$ cat src/btpc_pkg.sv
// btpc_pkg: shared types and constants for the barometric compensation block
`default_nettype none
package btpc_pkg;
    localparam int unsigned CfgIdxW = 3;
    localparam logic [CfgIdxW-1:0] REG_AC1_AC2 = 3'd0;
    localparam logic [CfgIdxW-1:0] REG_AC3_AC4 = 3'd1;
    localparam logic [CfgIdxW-1:0] REG_AC5_AC6 = 3'd2;
    localparam logic [CfgIdxW-1:0] REG_B1_B2   = 3'd3;
    localparam logic [CfgIdxW-1:0] REG_MC      = 3'd4;
    localparam logic [CfgIdxW-1:0] REG_MD      = 3'd5;
    localparam logic [CfgIdxW-1:0] REG_OSS     = 3'd6;

    localparam logic OP_TEMP  = 1'b0;
    localparam logic OP_PRESS = 1'b1;

    localparam logic signed [31:0] B6_OFFSET = 32'sd4000;
    localparam logic signed [31:0] B4_BIAS   = 32'sd32768;
    localparam logic [31:0]        B7_SCALE  = 32'd50000;
    localparam logic signed [31:0] P_C1      = 32'sd3038;
    localparam logic signed [31:0] P_C2      = -32'sd7375;
    localparam logic signed [31:0] P_C3      = 32'sd3791;

    typedef enum logic [4:0] {
        S_IDLE,
        S_T_X1, S_T_DEN, S_T_DIVW, S_T_FIN,
        S_P_SQ, S_P_X1, S_P_X2, S_P_B3M, S_P_B3,
        S_P_Y1, S_P_Y2, S_P_B4, S_P_B7, S_P_DIVW,
        S_P_Q, S_P_Z1, S_P_Z2, S_P_Z3, S_P_FIN,
        S_OUT
    } t_state;

    // divider request: unsigned 32/32
    typedef struct packed {
        logic        start;
        logic [31:0] dividend;
        logic [31:0] divisor;
    } t_div_req;

    typedef struct packed {
        logic        done;
        logic [31:0] quot;
    } t_div_rsp;
endpackage
`default_nettype wire

$ cat src/btpc_mul.sv
// btpc_mul: shared registered 32x32 multiplier, low 32 bits of the product
`default_nettype none
module btpc_mul (
    input  wire logic        i_clk,
    input  wire logic [31:0] i_a,
    input  wire logic [31:0] i_b,
    output logic      [31:0] o_p
);
    logic [31:0] r_p;
    always_ff @(posedge i_clk) begin
        r_p <= i_a * i_b;
    end
    assign o_p = r_p;
endmodule
`default_nettype wire

$ cat src/btpc_div.sv
// btpc_div: restoring unsigned divider, one quotient bit per cycle
`default_nettype none
module btpc_div (
    input  wire logic              i_clk,
    input  wire logic              i_rst_n,
    input  wire btpc_pkg::t_div_req i_req,
    output btpc_pkg::t_div_rsp      o_rsp
);
    logic [31:0] r_q, n_q;
    logic [31:0] r_rem, n_rem;
    logic [31:0] r_dvs;
    logic [5:0]  r_cnt;
    logic        r_busy, r_done;
    logic [32:0] trial;

    always_comb begin
        trial = {r_rem, r_q[31]} - {1'b0, r_dvs};
        n_q   = {r_q[30:0], ~trial[32]};
        n_rem = trial[32] ? {r_rem[30:0], r_q[31]} : trial[31:0];
    end

    always_ff @(posedge i_clk) begin
        if (!i_rst_n) begin
            r_busy <= 1'b0;
            r_done <= 1'b0;
            r_cnt  <= '0;
        end else begin
            r_done <= 1'b0;
            if (i_req.start) begin
                r_busy <= 1'b1;
                r_cnt  <= 6'd32;
                r_q    <= i_req.dividend;
                r_rem  <= '0;
                r_dvs  <= i_req.divisor;
            end else if (r_busy) begin
                r_q   <= n_q;
                r_rem <= n_rem;
                r_cnt <= r_cnt - 6'd1;
                if (r_cnt == 6'd1) begin
                    r_busy <= 1'b0;
                    r_done <= 1'b1;
                end
            end
        end
    end
    assign o_rsp.done = r_done;
    assign o_rsp.quot = r_q;
endmodule
`default_nettype wire

$ cat src/baro_temp_pressure_compensation_top.sv
// baro_temp_pressure_compensation_top: sequenced integer compensation of raw readings
//
//  channel   dir  signals                          accept
//  s_axis    in   i_s_axis_tvalid/tready/tdata     tvalid & tready
//  m_axis    out  o_m_axis_tvalid/tready/tdata/tuser  tvalid & tready
//  cfg       in   i_cfg_we/i_cfg_idx/i_cfg_wdata   i_cfg_we
//
// temperature and pressure each step through their own states; one 32-bit divider
// and one registered multiplier set the length
// one word at a time: tready is high only in idle, the result waits in
// the output register until taken
// synchronous active-low reset clears the sequencer, B5, B6, output valid and cfg registers (OSS to 3)
`default_nettype none
module baro_temp_pressure_compensation_top (
    input  wire logic        i_clk,
    input  wire logic        i_rst_n,
    input  wire logic        i_s_axis_tvalid,
    output logic             o_s_axis_tready,
    input  wire logic [31:0] i_s_axis_tdata,   // op[0], raw_sample[24:1], zeros
    output logic             o_m_axis_tvalid,
    input  wire logic        i_m_axis_tready,
    output logic      [31:0] o_m_axis_tdata,   // value[31:0]
    output logic      [1:0]  o_m_axis_tuser,   // is_pressure[0], div_fault[1]
    input  wire logic        i_cfg_we,
    input  wire logic [2:0]  i_cfg_idx,
    input  wire logic [31:0] i_cfg_wdata
);
    logic [31:0] r_ac12, r_ac34, r_ac56, r_b12;
    logic [15:0] r_mc, r_md;
    logic [1:0]  r_oss;

    always_ff @(posedge i_clk) begin
        if (!i_rst_n) begin
            r_ac12 <= '0; r_ac34 <= '0; r_ac56 <= '0; r_b12 <= '0;
            r_mc <= '0; r_md <= '0; r_oss <= 2'd3;
        end else if (i_cfg_we) begin
            unique case (i_cfg_idx)
                btpc_pkg::REG_AC1_AC2: r_ac12 <= i_cfg_wdata;
                btpc_pkg::REG_AC3_AC4: r_ac34 <= i_cfg_wdata;
                btpc_pkg::REG_AC5_AC6: r_ac56 <= i_cfg_wdata;
                btpc_pkg::REG_B1_B2:   r_b12  <= i_cfg_wdata;
                btpc_pkg::REG_MC:      r_mc   <= i_cfg_wdata[15:0];
                btpc_pkg::REG_MD:      r_md   <= i_cfg_wdata[15:0];
                btpc_pkg::REG_OSS:     r_oss  <= i_cfg_wdata[1:0];
                default: ;
            endcase
        end
    end

    logic signed [31:0] ac1, ac2, ac3, b1, b2, mc, md;
    logic [31:0] ac4, ac5, ac6;
    assign ac1 = 32'(signed'(r_ac12[31:16]));
    assign ac2 = 32'(signed'(r_ac12[15:0]));
    assign ac3 = 32'(signed'(r_ac34[31:16]));
    assign ac4 = {16'd0, r_ac34[15:0]};
    assign ac5 = {16'd0, r_ac56[31:16]};
    assign ac6 = {16'd0, r_ac56[15:0]};
    assign b1  = 32'(signed'(r_b12[31:16]));
    assign b2  = 32'(signed'(r_b12[15:0]));
    assign mc  = 32'(signed'(r_mc));
    assign md  = 32'(signed'(r_md));

    btpc_pkg::t_state r_st, n_st;
    logic r_pulse;  // multiplier output valid in the cycle after entering a state
    logic r_op;
    logic [23:0] r_raw;
    logic signed [31:0] r_b5, r_b6, r_t0, r_t1, r_t2, r_t3;
    logic r_neg;
    logic [31:0] r_val;
    logic r_isp, r_flt, r_ov;

    logic [31:0] mul_a, mul_b, mul_p;
    btpc_mul u_mul (.i_clk(i_clk), .i_a(mul_a), .i_b(mul_b), .o_p(mul_p));

    btpc_pkg::t_div_req div_req;
    btpc_pkg::t_div_rsp div_rsp;
    btpc_div u_div (.i_clk(i_clk), .i_rst_n(i_rst_n), .i_req(div_req), .o_rsp(div_rsp));

    logic s_acc;
    assign s_acc = i_s_axis_tvalid && o_s_axis_tready;
    assign o_s_axis_tready = (r_st == btpc_pkg::S_IDLE);

    logic signed [31:0] mp;
    assign mp = signed'(mul_p);
    logic [31:0] up;
    assign up = 32'({8'd0, r_raw} >> (4'd8 - {2'd0, r_oss}));
    logic signed [31:0] t_den;
    assign t_den = r_t0 + md;
    logic signed [31:0] mc2k;
    assign mc2k = mc <<< 11;
    logic [31:0] b4w;
    assign b4w = r_t2;

    // next state
    always_comb begin
        n_st = r_st;
        unique case (r_st)
            btpc_pkg::S_IDLE: if (s_acc)
                n_st = (i_s_axis_tdata[0] == btpc_pkg::OP_PRESS) ? btpc_pkg::S_P_SQ
                                                                 : btpc_pkg::S_T_X1;
            btpc_pkg::S_T_X1:  if (r_pulse) n_st = btpc_pkg::S_T_DEN;
            btpc_pkg::S_T_DEN: n_st = (t_den == 0) ? btpc_pkg::S_OUT : btpc_pkg::S_T_DIVW;
            btpc_pkg::S_T_DIVW: if (div_rsp.done) n_st = btpc_pkg::S_T_FIN;
            btpc_pkg::S_T_FIN: n_st = btpc_pkg::S_OUT;
            btpc_pkg::S_P_SQ:  if (r_pulse) n_st = btpc_pkg::S_P_X1;
            btpc_pkg::S_P_X1:  if (r_pulse) n_st = btpc_pkg::S_P_X2;
            btpc_pkg::S_P_X2:  if (r_pulse) n_st = btpc_pkg::S_P_B3M;
            btpc_pkg::S_P_B3M: if (r_pulse) n_st = btpc_pkg::S_P_B3;
            btpc_pkg::S_P_B3:  n_st = btpc_pkg::S_P_Y1;
            btpc_pkg::S_P_Y1:  if (r_pulse) n_st = btpc_pkg::S_P_Y2;
            btpc_pkg::S_P_Y2:  if (r_pulse) n_st = btpc_pkg::S_P_B4;
            btpc_pkg::S_P_B4:  if (r_pulse) n_st = btpc_pkg::S_P_B7;
            btpc_pkg::S_P_B7:  if (r_pulse)
                n_st = (r_t2 == 0) ? btpc_pkg::S_OUT : btpc_pkg::S_P_DIVW;
            btpc_pkg::S_P_DIVW: if (div_rsp.done) n_st = btpc_pkg::S_P_Q;
            btpc_pkg::S_P_Q:   n_st = btpc_pkg::S_P_Z1;
            btpc_pkg::S_P_Z1:  if (r_pulse) n_st = btpc_pkg::S_P_Z2;
            btpc_pkg::S_P_Z2:  if (r_pulse) n_st = btpc_pkg::S_P_Z3;
            btpc_pkg::S_P_Z3:  if (r_pulse) n_st = btpc_pkg::S_P_FIN;
            btpc_pkg::S_P_FIN: n_st = btpc_pkg::S_OUT;
            btpc_pkg::S_OUT:   if (!r_ov) n_st = btpc_pkg::S_IDLE;
            default: n_st = btpc_pkg::S_IDLE;
        endcase
    end

    // multiplier operands and divider requests
    always_comb begin
        mul_a = '0;
        mul_b = '0;
        div_req.start    = 1'b0;
        div_req.dividend = '0;
        div_req.divisor  = '0;
        unique case (r_st)
            btpc_pkg::S_T_X1:  begin mul_a = {16'd0, r_raw[15:0]} - ac6; mul_b = ac5; end
            btpc_pkg::S_T_DEN: begin
                div_req.start    = (t_den != 0);
                div_req.dividend = mc2k[31] ? 32'(-mc2k) : mc2k;
                div_req.divisor  = t_den[31] ? 32'(-t_den) : t_den;
            end
            btpc_pkg::S_P_SQ:  begin mul_a = r_b6; mul_b = r_b6; end
            btpc_pkg::S_P_X1:  begin mul_a = b2; mul_b = r_t0; end
            btpc_pkg::S_P_X2:  begin mul_a = ac2; mul_b = r_b6; end
            btpc_pkg::S_P_B3M: begin mul_a = (ac1 <<< 2) + r_t1; mul_b = 32'd1 << r_oss; end
            btpc_pkg::S_P_Y1:  begin mul_a = ac3; mul_b = r_b6; end
            btpc_pkg::S_P_Y2:  begin mul_a = b1; mul_b = r_t0; end
            btpc_pkg::S_P_B4:  begin mul_a = ac4; mul_b = r_t1 + btpc_pkg::B4_BIAS; end
            btpc_pkg::S_P_B7:  begin
                mul_a = up - r_t3;
                mul_b = btpc_pkg::B7_SCALE >> r_oss;
                div_req.start    = r_pulse && (b4w != 0);
                div_req.dividend = mul_p[31] ? mul_p : (mul_p << 1);
                div_req.divisor  = b4w;
            end
            btpc_pkg::S_P_Z1:  begin mul_a = r_t0 >>> 8; mul_b = r_t0 >>> 8; end
            btpc_pkg::S_P_Z2:  begin mul_a = r_t1; mul_b = btpc_pkg::P_C1; end
            btpc_pkg::S_P_Z3:  begin mul_a = btpc_pkg::P_C2; mul_b = r_t0; end
            default: ;
        endcase
    end

    logic signed [31:0] b3s, b3d;
    assign b3s = mp + 32'sd2;
    assign b3d = b3s / 32'sd4;

    // datapath registers
    always_ff @(posedge i_clk) begin
        if (!i_rst_n) begin
            r_st <= btpc_pkg::S_IDLE;
            r_pulse <= 1'b0;
            r_b5 <= '0;
            r_b6 <= '0;
            r_ov <= 1'b0;
        end else begin
            r_st <= n_st;
            r_pulse <= (n_st == r_st) && !r_pulse;
            if (o_m_axis_tvalid && i_m_axis_tready) r_ov <= 1'b0;
            if (s_acc) begin
                r_op  <= i_s_axis_tdata[0];
                r_raw <= i_s_axis_tdata[24:1];
                r_flt <= 1'b0;
                r_val <= '0;
            end
            unique case (r_st)
                btpc_pkg::S_T_X1:  if (r_pulse) r_t0 <= mp >>> 15;
                btpc_pkg::S_T_DEN: begin
                    r_neg <= mc2k[31] ^ t_den[31];
                    if (t_den == 0) begin r_flt <= 1'b1; r_ov <= 1'b1; end
                end
                btpc_pkg::S_T_DIVW: if (div_rsp.done)
                    r_b5 <= r_t0 + (r_neg ? 32'(-div_rsp.quot) : div_rsp.quot);
                btpc_pkg::S_T_FIN: begin
                    r_b6  <= r_b5 - btpc_pkg::B6_OFFSET;
                    r_val <= (r_b5 + 32'sd8) >>> 4;
                    r_ov  <= 1'b1;
                end
                btpc_pkg::S_P_SQ:  if (r_pulse) r_t0 <= mp >>> 12;
                btpc_pkg::S_P_X1:  if (r_pulse) r_t1 <= mp >>> 11;
                btpc_pkg::S_P_X2:  if (r_pulse) r_t1 <= r_t1 + (mp >>> 11);
                btpc_pkg::S_P_B3M: if (r_pulse) r_t3 <= b3d;
                btpc_pkg::S_P_Y1:  if (r_pulse) r_t1 <= mp >>> 13;
                btpc_pkg::S_P_Y2:  if (r_pulse) r_t1 <= (r_t1 + (mp >>> 16) + 32'sd2) >>> 2;
                btpc_pkg::S_P_B4:  if (r_pulse) r_t2 <= mul_p >> 15;
                btpc_pkg::S_P_B7:  if (r_pulse) begin
                    r_t1 <= mp;
                    if (r_t2 == 0) begin r_flt <= 1'b1; r_ov <= 1'b1; end
                end
                btpc_pkg::S_P_DIVW: if (div_rsp.done)
                    r_t0 <= r_t1[31] ? (div_rsp.quot << 1) : div_rsp.quot;
                btpc_pkg::S_P_Z1:  if (r_pulse) r_t1 <= mp;
                btpc_pkg::S_P_Z2:  if (r_pulse) r_t1 <= mp >>> 16;
                btpc_pkg::S_P_Z3:  if (r_pulse) r_t1 <= r_t1 + (mp >>> 16) + btpc_pkg::P_C3;
                btpc_pkg::S_P_FIN: begin
                    r_val <= r_t0 + (r_t1 >>> 4);
                    r_ov  <= 1'b1;
                end
                default: ;
            endcase
        end
    end

    assign o_m_axis_tvalid = r_ov;
    assign o_m_axis_tdata  = r_val;
    assign o_m_axis_tuser  = {r_flt, r_op};

`ifndef NO_ASSERTIONS
    a_ready_only_idle: assert property (@(posedge i_clk) disable iff (!i_rst_n)
        o_s_axis_tready |-> !o_m_axis_tvalid) else $error("ready while result pending");
    a_fault_zero: assert property (@(posedge i_clk) disable iff (!i_rst_n)
        (o_m_axis_tvalid && o_m_axis_tuser[1]) |-> (o_m_axis_tdata == 32'd0))
        else $error("fault with nonzero value");
    a_b6_tracks: assert property (@(posedge i_clk) disable iff (!i_rst_n)
        $past(r_st == btpc_pkg::S_T_FIN) |-> (r_b6 == r_b5 - btpc_pkg::B6_OFFSET))
        else $error("b6 out of step with b5");
`endif
endmodule
`default_nettype wire
$ cat config.mk
export PLATFORM = sky130hd
export DESIGN_NAME = baro_temp_pressure_compensation_top
export DESIGN_NICKNAME = d
export VERILOG_FILES = /design/src/btpc_pkg.sv /design/src/btpc_mul.sv /design/src/btpc_div.sv /design/src/baro_temp_pressure_compensation_top.sv
export SDC_FILE = /design/constraint.sdc
export NUM_CORES = 2
export LEC_CHECK = 0
export BUFFER_PORTS_ARGS = -buffer_cell sky130_fd_sc_hd__buf_4
export CAP_MARGIN = 10
export CORE_MARGIN = 3
export CORE_UTILIZATION = 55
export DETAILED_ROUTE_END_ITERATION = 16
export HOLD_SLACK_MARGIN = 0.15
export PLACE_DENSITY = 0.71
export SLEW_MARGIN = 5
export SYNTH_ARGS = -nofsm -noshare
export SYNTH_HDL_FRONTEND = slang
export SYNTH_SLANG_ARGS = --single-unit
$ cat constraint.sdc
create_clock -name i_clk -period 14.9 [get_ports i_clk]
set_input_delay 2.235 -clock i_clk [delete_from_list [all_inputs] [get_ports i_clk]]
set_output_delay 2.235 -clock i_clk [all_outputs]
set_load 0.05 [all_outputs]
---- Yosys cells after proc, flatten, opt, wreduce, memory -nomap -nowiden ----
Index checks and enable logic that the tools add are counted.
operators by class
  multiplexer cells ....................... 62
  bitwise gates (word level) .............. 5
  multiply operators ...................... 1
  add/subtract/negate cells ............... 21
  shift operators ......................... 3
  reduce and logical (&&, ||, !) cells .... 39
  equal/unequal tests ..................... 38
operators with widths
  cell                                            count
  2-to-1 mux 32 bit                               20
  case mux 32 bit (12 select lines)               1
  case mux 32 bit (8 select lines)                1
  case mux 32 bit (7 select lines)                1
  case mux 65 bit (2 select lines)                1
  case mux 5 bit (20 select lines)                1
  case mux 32 bit (3 select lines)                1
  2-to-1 mux 5 bit                                18
  adder 32 x 16 -> 32 bit                         2
  adder 32 x 3 -> 32 bit, second input constant   2
  logical NOT 32 bit                              2
  negation 32 bit                                 2
  case mux 32 bit (2 select lines)                1
  nonzero test 32 bit                             2
  == test 5 x 4 -> 1 bit, second input constant   8
  subtractor 33 x 32 -> 33 bit                    1
  adder 18 x 32 -> 32 bit                         1
  adder 32 x 1 -> 32 bit                          1
  adder 32 x 13 -> 32 bit, second input constant  1
  adder 32 x 17 -> 32 bit, second input constant  1
  adder 32 x 21 -> 32 bit                         1
  adder 32 x 28 -> 32 bit                         1
  adder 32 bit                                    1
  adder 32 x 5 -> 32 bit, second input constant   1
  other kinds (42)                                97
storage, ports and cells
  logic and storage cells ................. 198
  output and inout bits ................... 36
  register bits after elaboration ......... 541
  input port bits ......................... 72

---- Depth between registers and ports, before layout ----
  depth in word-level cells ............... 6
  mapped depth ............................ 58
  depth with buffers taken out ............ 54

---- By module ----
Synthesis repeated with hierarchy kept, for this count alone.
unflattened totals
  cells, all modules ...................... 6953
  area total of the unflattened synthesis .. 58329.7 um2
by module, submodules not included
  module                               instances  cells each  area an instance (um2)  sequential area each (um2)
  baro_temp_pressure_compensation_top  1          4603        35924.5                 9829.4
  btpc_mul                             1          1782        16294.4                 640.6
  btpc_div                             1          568         6110.9                  3042.9

---- Least setup slack after synthesis ----
OpenSTA, ideal clock, no wires.
  path kind ............................... register to register
  start ................................... register r_oss[0]
  end ..................................... register u_mul.r_p[31], in the netlist u_mul.o_p[31]
  arrival ................................. 13126 ps
  cell stages (with the launch flop) ...... 53
  setup time .............................. 129 ps
  buffers on the path ..................... 5
  setup slack ............................. 1644 ps
  period minus slack after synthesis ...... 13256 ps
  path through ............................ dfxtp_1 > clkbuf_1 > inv_1 > clkbuf_1 > ha_1 > clkbuf_1 > clkbuf_1 > clkbuf_1 > mux2i_1 > a21oi_1 > mux2i_1 > a21oi_1 > ha_1 > a21oi_1 > nand2_1 > o211ai_1 > a21boi_0 > o21a_1 > [17 not listed] > fa_1 > xnor2_1 > xnor2_1 > xnor2_1 > xnor2_1 > xnor2_1 > xnor3_1 > xnor3_1 > xnor2_1 > xnor2_1 > xnor3_1 > xnor3_1 > xor2_1 > xnor2_1 > xnor2_1 > xnor2_1 > xnor2_1 > xnor3_1
between the ends
  cells in the longest elaborated chain, start to end .. 5
  elaborated cells between the ends (all ways) .. 8
  classes of those cells .................. add/sub (2); mul (1); shift (3); mux (2)
RTL lines
  element                            RTL line                                    text
  start, declared                    baro_temp_pressure_compensation_top.sv:30   logic [1:0] r_oss;
  start signal, assigned             baro_temp_pressure_compensation_top.sv:44   btpc_pkg::REG_OSS: r_oss <= i_cfg_wdata[1:0];
  subtractor 4 x 2 -> 4 bit          baro_temp_pressure_compensation_top.sv:86   assign up = 32'({8'd0, r_raw} >> (4'd8 - {2'd0, r_oss}));
  right shift 24 x 4 -> 32 bit       baro_temp_pressure_compensation_top.sv:86
  subtractor 32 bit                  baro_temp_pressure_compensation_top.sv:148  mul_a = up - r_t3;
  case mux 32 bit (12 select lines)  baro_temp_pressure_compensation_top.sv:133  unique case (r_st)
  multiplier 32 x 32 -> 32 bit (*)   btpc_mul.sv:11                              r_p <= i_a * i_b;
  end signal, assigned               btpc_mul.sv:11
  end, declared                      btpc_mul.sv:9                               logic [31:0] r_p;
Mark *: on every way between the ends. The rest lies on a longest branch, timed or not.
A chain may end at the register's enable or synchronous reset.

---- Worst setup path after layout ----
  start ................................... register r_oss[1]
  end ..................................... register u_mul.r_p[31], in the netlist u_mul.o_p[31]
Same word-level chain as after synthesis.

==> results.yml <==
critical_path:
  rr_endpoint: "u_mul.o_p[31]"
  worst_path_largest_cell_delay_ns: 0.65
  crit_type: "flop to flop"
  worstPathArrival_ns: 14.51
  cp_max_fo: 18
  cp-start-kind: "flop"
  critPathCaptureType: "flop"
  critPathMostFrequentCell: "xnor2_1"
  rrSetupSlack_ns: 0.91
  worstReg2RegStart: "r_oss[1]"
  crit_slowest_cell: "ha_2"
  reg2regPathDepth: 51
  cp.required_ns: 15.42
clock_tree:
  cts_buffers: 67
  path_clk_slew_ns: 0.06
  cts_root_buffer: "clkbuf_16"
  cts_max_level: 3
  clk_latency_ns: 0.66
  cts_buffer_depth: 3
  cts_sinks: 541
  cts_tree: "done"
cells_and_area:
  drive_gt1_share_pct: 7.313
  fin_cells: 8263
  fin_nets: 7717
  syn2layout_area_growth_pct: 8.456
  final_area_mm2: 0.06166
  fillCellCount: 9216
  layout_commonest_cell: "nand2_1"
  final_cell_mix: "983 x nand2_1, 691 x inv_1, 609 x nor2_1"
detailed_routing:
  totalWireLength_um: 204600
  wl_per_cell_um: 24.76
  drc: 0
  drtIter0Drc: 6684
  avgViaCountPerCell: 6.318
  ant_nets: 0
  vias: 52203
  drt_first_pass_iters: 7
global_routing:
  grt_max_degree: 87
  grt_use_total_pct: 37.49
  antenna_found_initial: 14
  gr-total-overflow: 0
  grt_pass1_vias: 49125
  grt_pass1_wl_um: 304500
pwr:
  p_leak_nw: 25.19
  worst_ir_drop_vdd_uv: 108.9
  p_per_area_mw_per_mm2: 125.3
timing:
  hold_viol_final: 0
  fin_tns_setup_ns: 0
  setup_ws_ns: 0.9060
  layout_worst_path_cycle_share_pct: 93.92
  finClkSkew_ns: 0.05537
  rsz0062_at_grt: "no"
  finalMaxSlewViolations: 0
  tightest_slew_ns: 1.249
  fmax_mhz: 71.46
  max-slew-margin-rel_pct: 16.49
  final-setup-viol-count: 0
  period_minus_slack_ns: 13.99
min_path:
  holdPathStages: 2
  hold_start: "r_ac12[2]"
  whs_endpoint: "r_ac12[2]"
  hold_path_class: "flop to flop"
synthesis:
  ys_ff_latch: 541
  synth_edf_count: 268
  synthCells: 6868
  yosysTopAreaCellShare_pct: 14.68
  ys.warnings.count: 0
  async_flop_share_pct: 0
  synth_largest_area_cell: "fa_1"
  syn_avg_cell_area_um2: 8.277
  synth_cell_type_count: 96
  syn-cell-area_mm2: 0.05685
  synthTopCellsByArea: "fa_1 15%, edfxtp_1 14%, dfxtp_1 9.6%"
  ys_seq_area_share_pct: 23.77
  synth_flop_cell: "dfxtp_1"
place:
  dp_cells: 8136
  post-dp-hpwl_um: 156800
  place_worst_setup_slack_ns: 0.7484
  gp_congestion: 1.019
  post_dp_cell_area_mm2: 0.05934
  port_buffers: 100
floorplanning:
  rows: 117
  dieHeight_um: 327.5
  fp.dieW_um: 327.5
  io_pins: 108
  die_area_mm2: 0.1073
  core-area_mm2: 0.1022
  start_util_pct: 55.64
outcome:
  status: "finished, final reports clean"
run:
  maxCapViolations: 0
## layout make-up
cell class                      count  area (um^2)  share of cell area (%)
Sequential cell                   541        13510                   21.92
Multi-Input combinational cell   5278        39590                   64.21
Timing Repair Buffer              257         1929                   3.129
Inverter                          693         2609                   4.231
Tap cell                         1368         1712                   2.776
Clock inverter                     32        339.1                  0.5500
Clock buffer                       91         1954                   3.170
Antenna cell                        3        7.507                 0.01218
## Yosys cell counts (13+ instances only)
cell       instances
nand2_1          984
nor2b_1           55
buf_1             34
a31oi_1           32
o2111ai_1         14
nand2b_1          74
o211ai_1          36
nor3_1           100
a222oi_1          26
a21o_1            94
clkbuf_1         308
and3_1            48
edfxtp_1         268
nand3_1          120
a221o_1           37
xor2_1           175
and2_1            38
fa_1             417
nor4_1            36
mux2_2            16
a211oi_1          59
o21ai_0          261
and4_1            16
inv_1            692
o31ai_1           48
o21a_1            40
o31a_1            13
a22oi_1           49
o221ai_1          29
nand3b_1          14
ha_1             390
o22ai_1           30
mux2i_1          104
o21bai_1          48
nor2_1           624
dfxtp_1          273
a21oi_1          506
a221oi_1          51
or2_2             45
a21boi_0          16
xnor2_1          337
or3_1             54
nand4_1           42
## metrics by stage
step	util (%)	hold WS (ns)	total power, mW
global route	60.33	0.4691	8.124
finish	60.34	0.4537	7.728
detailed placement	58.07	0.4429	5.902
floorplan	-	0.4319	4.528
global placement	58.07	0.4392	5.834
CTS	60.32	0.4514	7.633
## metal layers
layer  global-route usage (%)  share of wire [%]
met5                        0              0.031
met1                    51.67                 40
met4                    19.92                6.2
met3                    10.64                 13
met2                    53.24                 41
## critical path: cells and delay by family, from the launching register on
family	cells	cell delay, ns
adders and majority gates	10	4.82
xor gates and xnor gates	18	4.02
AOI/OAI and AO/OA	10	2.66
buffers and inverters	6	0.70
muxes	2	0.60
DFF	1	0.52
and+or+nand+nor	5	0.51
## sequential cells by signal (all words and copies together), names as in the netlist, 5 cells and up
name / cells
o_m_axis_tdata: 32
r_st: 5
r_t0: 32
u_mul.o_p: 32
r_t1: 32
u_div.r_cnt: 6
b4w: 17
r_ac56: 32
r_b6: 32
r_ac12: 32
r_ac34: 32
r_mc: 16
u_div.r_dvs: 32
r_md: 16
r_t3: 32
r_b5: 32
u_div.r_rem: 32
u_div.r_q: 32
r_raw: 24
r_b12: 32
## kinds of logic (layout without fill, tap and decap cells)
| kind of cell | Yosys count | after routing | synth area share (%) |
|---|---|---|---|
| AND/OR/NAND/NOR | 2302 | 2302 | 18.10 |
| AO/OA/AOI/OAI | 1524 | 1524 | 17.47 |
| buffers and inverters | 1052 | 1073 | 7.006 |
| adder cells (fa/ha/maj) | 807 | 807 | 23.27 |
| flip-flops | 541 | 541 | 23.77 |
| XOR/XNOR | 518 | 518 | 8.115 |
| multiplexers | 123 | 123 | 2.267 |
| other | 1 | 7 | 0.006597 |
## timing repair
action,4_1_cts,5_1_grt
setup buffers,0,0
hold buffers,0,0
resized for setup,0,2
endpoints found under the hold margin,0,0
setup endpoints to repair,0,1
## worst max path at each step
stage,slack (ns),startpoint,cells after the start,endpoint
global placement,0.95,r_oss[1],51,u_mul.o_p[31]
finish,0.91,r_oss[1],51,u_mul.o_p[31]
CTS,0.70,r_oss[1],51,u_mul.o_p[31]
global route,0.17,r_oss[1],51,u_mul.o_p[31]
floorplan,1.64,r_oss[0],52,u_mul.o_p[31]
detailed placement,0.75,r_oss[1],51,u_mul.o_p[31]
## power by group
group | switching [mW] | internal, mW | total [mW] | leakage [nW]
Combinational | 2.69 | 1.34 | 4.03 | 19.4
Clock | 0.707 | 1.02 | 1.72 | 1.13
Sequential | 0.205 | 1.77 | 1.98 | 4.69
No activity file was read; power rests on OpenSTA's default activity.
